[src/sv/pit_pkg.sv]
`default_nettype none
package pit_pkg;
  localparam int BankColors = 16;
  localparam int BankCount = 16;
  localparam int MaxDimension = 256;
  localparam int ColorW = 15;

  localparam logic [1:0] RegWidth = 2'd0;
  localparam logic [1:0] RegHeight = 2'd1;
  localparam logic [1:0] RegOrder = 2'd2;

  typedef enum logic [3:0] {
    ST_IDLE, ST_SCAN, ST_OUT, ST_MSTART, ST_MRD, ST_MCMP, ST_MNEXT, ST_MCOPY, ST_NEWB,
    ST_NEWCOPY, ST_FINISH
  } state_t;
endpackage
`default_nettype wire

[src/sv/pit_bank_store.sv]
`default_nettype none
// Stored bank colors: one write port, one registered read port.
module pit_bank_store #(
  parameter int AW = 8
) (
  input  wire logic clk,
  input  wire logic we,
  input  wire logic [AW-1:0] waddr,
  input  wire logic [pit_pkg::ColorW-1:0] wdata,
  input  wire logic [AW-1:0] raddr,
  output logic [pit_pkg::ColorW-1:0] rdata
);
  logic [pit_pkg::ColorW-1:0] mem [2**AW];
  always_ff @(posedge clk) begin
    if (we) mem[waddr] <= wdata;
    rdata <= mem[raddr];
  end
endmodule
`default_nettype wire

[config.mk]
export PLATFORM = sky130hd
export DESIGN_NAME = pit_bank_store
export DESIGN_NICKNAME = d
export VERILOG_FILES = /design/src/sv/pit_pkg.sv /design/src/sv/pit_bank_store.sv
export SDC_FILE = /design/constraint.sdc
export NUM_CORES = 2
export LEC_CHECK = 0
export BUFFER_PORTS_ARGS = -buffer_cell sky130_fd_sc_hd__buf_2
export CORE_UTILIZATION = 30
export CTS_BUF_LIST = sky130_fd_sc_hd__clkbuf_8
export CTS_CLUSTER_DIAMETER = 40
export DETAILED_ROUTE_END_ITERATION = 6
export HOLD_SLACK_MARGIN = 0.08
export SKIP_CTS_REPAIR_TIMING = 1
export SLEW_MARGIN = 10
export SYNTH_ARGS = -nofsm -noshare
export SYNTH_HDL_FRONTEND = slang
export SYNTH_SLANG_ARGS = --single-unit
export TNS_END_PERCENT = 1
[constraint.sdc]
create_clock -name clk -period 3.3 [get_ports clk]
set_clock_uncertainty 0.05 [all_clocks]
set_input_delay 0.33 -clock clk [delete_from_list [all_inputs] [get_ports clk]]
set_output_delay 0.33 -clock clk [all_outputs]
set_load 0.05 [all_outputs]
Word level (Yosys, flattened, before mapping)
Memories as Yosys holds them, arrays and structs flattened. A register that Yosys moved wholly into a read port is not among the register bits. Cells that the tools add are included. Widths: inputs -> output; s select.

Flip-flop bits (word level): 0. RAM bits: 3840. Output and inout port bits: 15. Memories: 1.

Memories: mem (depth 256, bits a word 15, read ports 1, clocked after Yosys merged registers in 1, write ports 1, RTL line pit_bank_store.sv:13) `logic [pit_pkg::ColorW-1:0] mem [2**AW];`.

Muxes and demuxes: 2.

Operators by type and width (count): $mux 1 (2).

Depth between registers and ports, before layout
Depth in word-level cells: 2. Mapped depth: 12.

Worst setup path after synthesis
Ideal clock, no wire load.

Path type: input -> register. From: input waddr[3]. To: memory mem[235][0] in the netlist's numbering (enable). Library setup time: 386 ps. Data arrival time: 2065 ps. Setup slack: 798 ps. Stages on the path: 6. Cell sequence: clkbuf_1 > nor2b_1 > clkbuf_1 > nand4_1 > clkbuf_1 > nor2_1.

RTL lines: start: declaration (RTL line pit_bank_store.sv:8) `input wire logic [AW-1:0] waddr,`; end: declaration (RTL line pit_bank_store.sv:13).

No word-level cell before the write port.

==> flow_metrics.env <==
export IMPL_worstSetupPathType="in2reg"
export IMPL_max_stage_delay_ns=0.90
export IMPL_setup_ws_ns=-0.06446
export IMPL_seqPwrFrac_pct=55.7
export IMPL_ctsRootBufferMaster="clkbuf_8"
export IMPL_fmax_mhz=297.2
export IMPL_drv_cap=0
export IMPL_die_area_um2=494800
export IMPL_crit_path_start_kind="input pin"
export IMPL_nFillCells=45180
export IMPL_synth_edf_count=3840
export IMPL_cp_slowest_cell="a21oi_1"
export IMPL_p_switching_mw=22.26
export IMPL_path_buf_inv=5
export IMPL_rows=257
export IMPL_total_power_mw=97.12
export IMPL_wl_per_cell_um=27.26
export IMPL_wl_um=402600
export IMPL_initial_core_util_pct=30.12
export IMPL_drc=0
export IMPL_critical_path_max_fanout=12
export IMPL_synthCells=6708
export IMPL_die_h_um=703.5
export IMPL_syn_num_nets=6741
export IMPL_vias=75440
export IMPL_nets=7840
export IMPL_cp_end_kind="register"
export IMPL_yosysWarnings=0
export IMPL_post_drt_via_cell_ratio=5.108
export IMPL_cp_required_ns=4.23
export IMPL_async_flop_share_pct=0
export IMPL_clockPowerShare_pct=38.5
export IMPL_p_comb_share_pct=5.8
export IMPL_die_x_um=703.5
export IMPL_cpLargestDelayFamily="compound AO/OA/AOI/OAI gates"
export IMPL_htree_levels=6
export IMPL_status="finished, violations left"
export IMPL_drt_pre_antenna_iters=7
export IMPL_max_vdd_ir_drop_uv=321.9
export IMPL_grt_usage_pct=15.90
export IMPL_m1WireLength_um=162500
export IMPL_cts_buffer_depth=4
export IMPL_clk_pin_slew_ns=0.06
export IMPL_dp_slack_ns=-0.8052
export IMPL_dp_hpwl_um=250800
export IMPL_seq_area_frac_synth_pct=78.32
export IMPL_finalCritPeriodShare_pct=102.0
export IMPL_grt_pass1_vias=76860
export IMPL_regArea_um2=115600
export IMPL_powerDensity_nw_per_um2=563.0
export IMPL_ant_nets=0
export IMPL_coreArea_um2=490100
export IMPL_synth_flop_cell="edfxtp_1"
export IMPL_hold_viol_final=0
export IMPL_tritoncts="built"
export IMPL_wl_met2_um=193000
export IMPL_cp_num_cells=11
export IMPL_grt_overflow=0
export IMPL_hold_path_class="in2reg"
export IMPL_path_cells="dlygate4sd3_1 -> buf_6 -> buf_4 -> nand2b_1 -> o22ai_1 -> o31ai_1 -> o221ai_1 -> buf_4 -> a21oi_1 -> buf_4 -> nor3b_1"
export IMPL_antenna_found_initial=40
export IMPL_worst_path_most_repeated_cell="buf_4"
export IMPL_p_sw_share_pct=22.92
export IMPL_grt_pass1_wl_um=570400
export IMPL_final_layout_size_suffix_gt1_share_pct=30.72
export IMPL_ys_ff_latch=3855
export IMPL_finalMaxSlewViolations=0
export IMPL_dr_wl_met3_um=32490
export IMPL_timing_slew_headroom_pct=17.28
export IMPL_avgSynthCellArea_um2=22.01
export IMPL_dr_first_iter_drc_count=8865
export IMPL_p_int_mw=74.87
export IMPL_leakagePower_nw=54.65
export IMPL_grt_max_degree=124
export IMPL_finalCriticalPeriod_ns=3.364
export IMPL_top_layer_used="met5"
export IMPL_clock_sinks=3855
export IMPL_setup_violations_final=1
export IMPL_placed_cell_area_um2=161200
export IMPL_syn_cell_area_um2=147600
export IMPL_violations="setup timing"
export IMPL_clock_latency_ns=1.09
export IMPL_arrival_ns=4.29
export IMPL_ios=48
export IMPL_area_growth_pct=16.87
export IMPL_synth_cell_type_count=58
export IMPL_port_buffers=47
export IMPL_place_congestion=0.8444
export IMPL_hold_depth=4
export IMPL_cts_buffers=613
export IMPL_tightest_slew_ns=1.241
export IMPL_final_cell_area_um2=172500
export IMPL_rr_worst_depth=8
export IMPL_multi_input_area_um2=29580
export IMPL_rsz0062_at_grt="false"
==> sequential cells by signal, indices dropped and copies added, names as in the netlist <==
register  flops
rdata        15
mem        3840
==> final cells by class <==
class,instances,share of cell area (%)
Multi-Input combinational cell,2442,17.15
Clock inverter,444,1.374
Timing Repair Buffer,892,4.726
Antenna cell,30,0.04352
Clock buffer,626,4.994
Inverter,3,0.006527
Tap cell,6475,4.696
Sequential cell,3855,67.01
==> synthesized netlist by cell type, types with 9 or more instances <==
cell type	instances	area (um^2)
a211oi_1	40	300.3
a21oi_1	165	825.8
a221oi_1	48	420.4
a22o_1	21	183.9
a22oi_1	222	1667
a31oi_1	16	100.1
buf_1	29	108.9
buf_12	9	180.2
buf_2	84	420.4
buf_4	55	412.9
buf_6	44	495.5
buf_8	17	255.2
clkbuf_1	170	638.1
dfxtp_1	15	300.3
edfxtp_1	3840	115300
mux2_2	66	743.2
mux2i_1	227	2272
mux4_2	826	18600
nand2_1	67	251.5
nand2b_1	9	56.30
nand3_1	32	160.2
nand4_1	12	75.07
nor2_1	292	1096
nor2b_1	33	206.5
nor3_1	37	185.2
nor3b_1	10	75.07
nor4_1	26	162.7
o21ai_0	44	220.2
o221ai_1	77	674.4
o22ai_1	100	625.6
o31ai_1	10	75.07
o32ai_1	9	78.83
==> placed cells by master (no fill, tap or decap), types with 28 or more instances in the layout <==
master | synthesis | final
nor2_1 | 292 | 287
buf_2 | 84 | 28
mux2i_1 | 227 | 227
nand3_1 | 32 | 32
mux4_2 | 826 | 826
nor3_1 | 37 | 37
buf_12 | 9 | 107
a221oi_1 | 48 | 48
mux2_2 | 66 | 66
o22ai_1 | 100 | 100
clkinv_2 | 0 | 60
diode_2 | 0 | 30
a22oi_1 | 222 | 222
a211oi_1 | 40 | 39
clkinv_1 | 1 | 132
nand2_1 | 67 | 66
buf_4 | 55 | 714
edfxtp_1 | 3840 | 3840
o21ai_0 | 44 | 44
clkbuf_8 | 0 | 626
nor2b_1 | 33 | 29
a21oi_1 | 165 | 165
inv_1 | 1 | 193
o221ai_1 | 77 | 77
==> layer usage <==
layer  GRT usage (%)  up-vias
met5               0        -
met4           5.582       20
met3           2.894      678
met2           25.88     3617
met1           21.40    40270
li1                -    30860
==> per-stage QoR <==
step / setup TNS (ns) / hold WS (ns) / instances / util (%)
final: -0.06446 / 0.1106 / 14770 / 35.20
after global routing: 0 / 0.07812 / 14760 / 35.20
after CTS: -0.02457 / -0.3747 / 14710 / 35.13
after detailed placement: -4.997 / 0.7915 / 13640 / 32.89
after global placement: -5.075 / 0.7835 / 13640 / 32.89
after floorplan: 0 / 0.3789 / 6708 / -
==> path summary, 6_finish.rpt <==
check	start	endpoint	slack (ns)
setup / recovery	raddr[3]	rdata[12]	-0.06
setup reg to reg	mem[175][12]	rdata[12]	0.01
hold reg to reg	mem[90][8]	rdata[8]	1.03
hold / removal	waddr[5]	mem[93][7]	0.11
==> power by group through the flow <==
stage / Clock [mW] / Sequential (mW) / Combinational [mW]
2_1_floorplan: 0 / 55.2 / 2.53
3_3_place_gp: 0 / 55.1 / 5.52
3_5_place_dp: 0 / 55.1 / 5.61
4_1_cts: 38.1 / 54.1 / 5.62
5_1_grt: 40.1 / 54.1 / 5.87
6_report: 37.4 / 54.1 / 5.63
==> worst register-to-register path, cell delays in order, from the launching register on <==
cell and delay [ns]:
edfxtp_1 0.35, mux4_2 0.24, o22ai_1 0.07, buf_4 0.16, a211oi_1 0.60, a211oi_2 0.30, a21oi_1 0.97, buf_4 0.27
nor3b_1 0.19
==> cell families (layout without fill, tap and decap cells) <==
| kind of cell | after synthesis | count (layout) | synth area share, % |
|---|---|---|---|
| DFF | 3855 | 3855 | 78.32 |
| muxes | 1119 | 1119 | 14.65 |
| buffers and inverters | 411 | 1965 | 1.709 |
| other | 0 | 30 | 0 |
| and+or+nand+nor | 552 | 552 | 1.717 |
| AOI/OAI and AO/OA | 771 | 771 | 3.608 |
(Power assumes the default switching activity.)
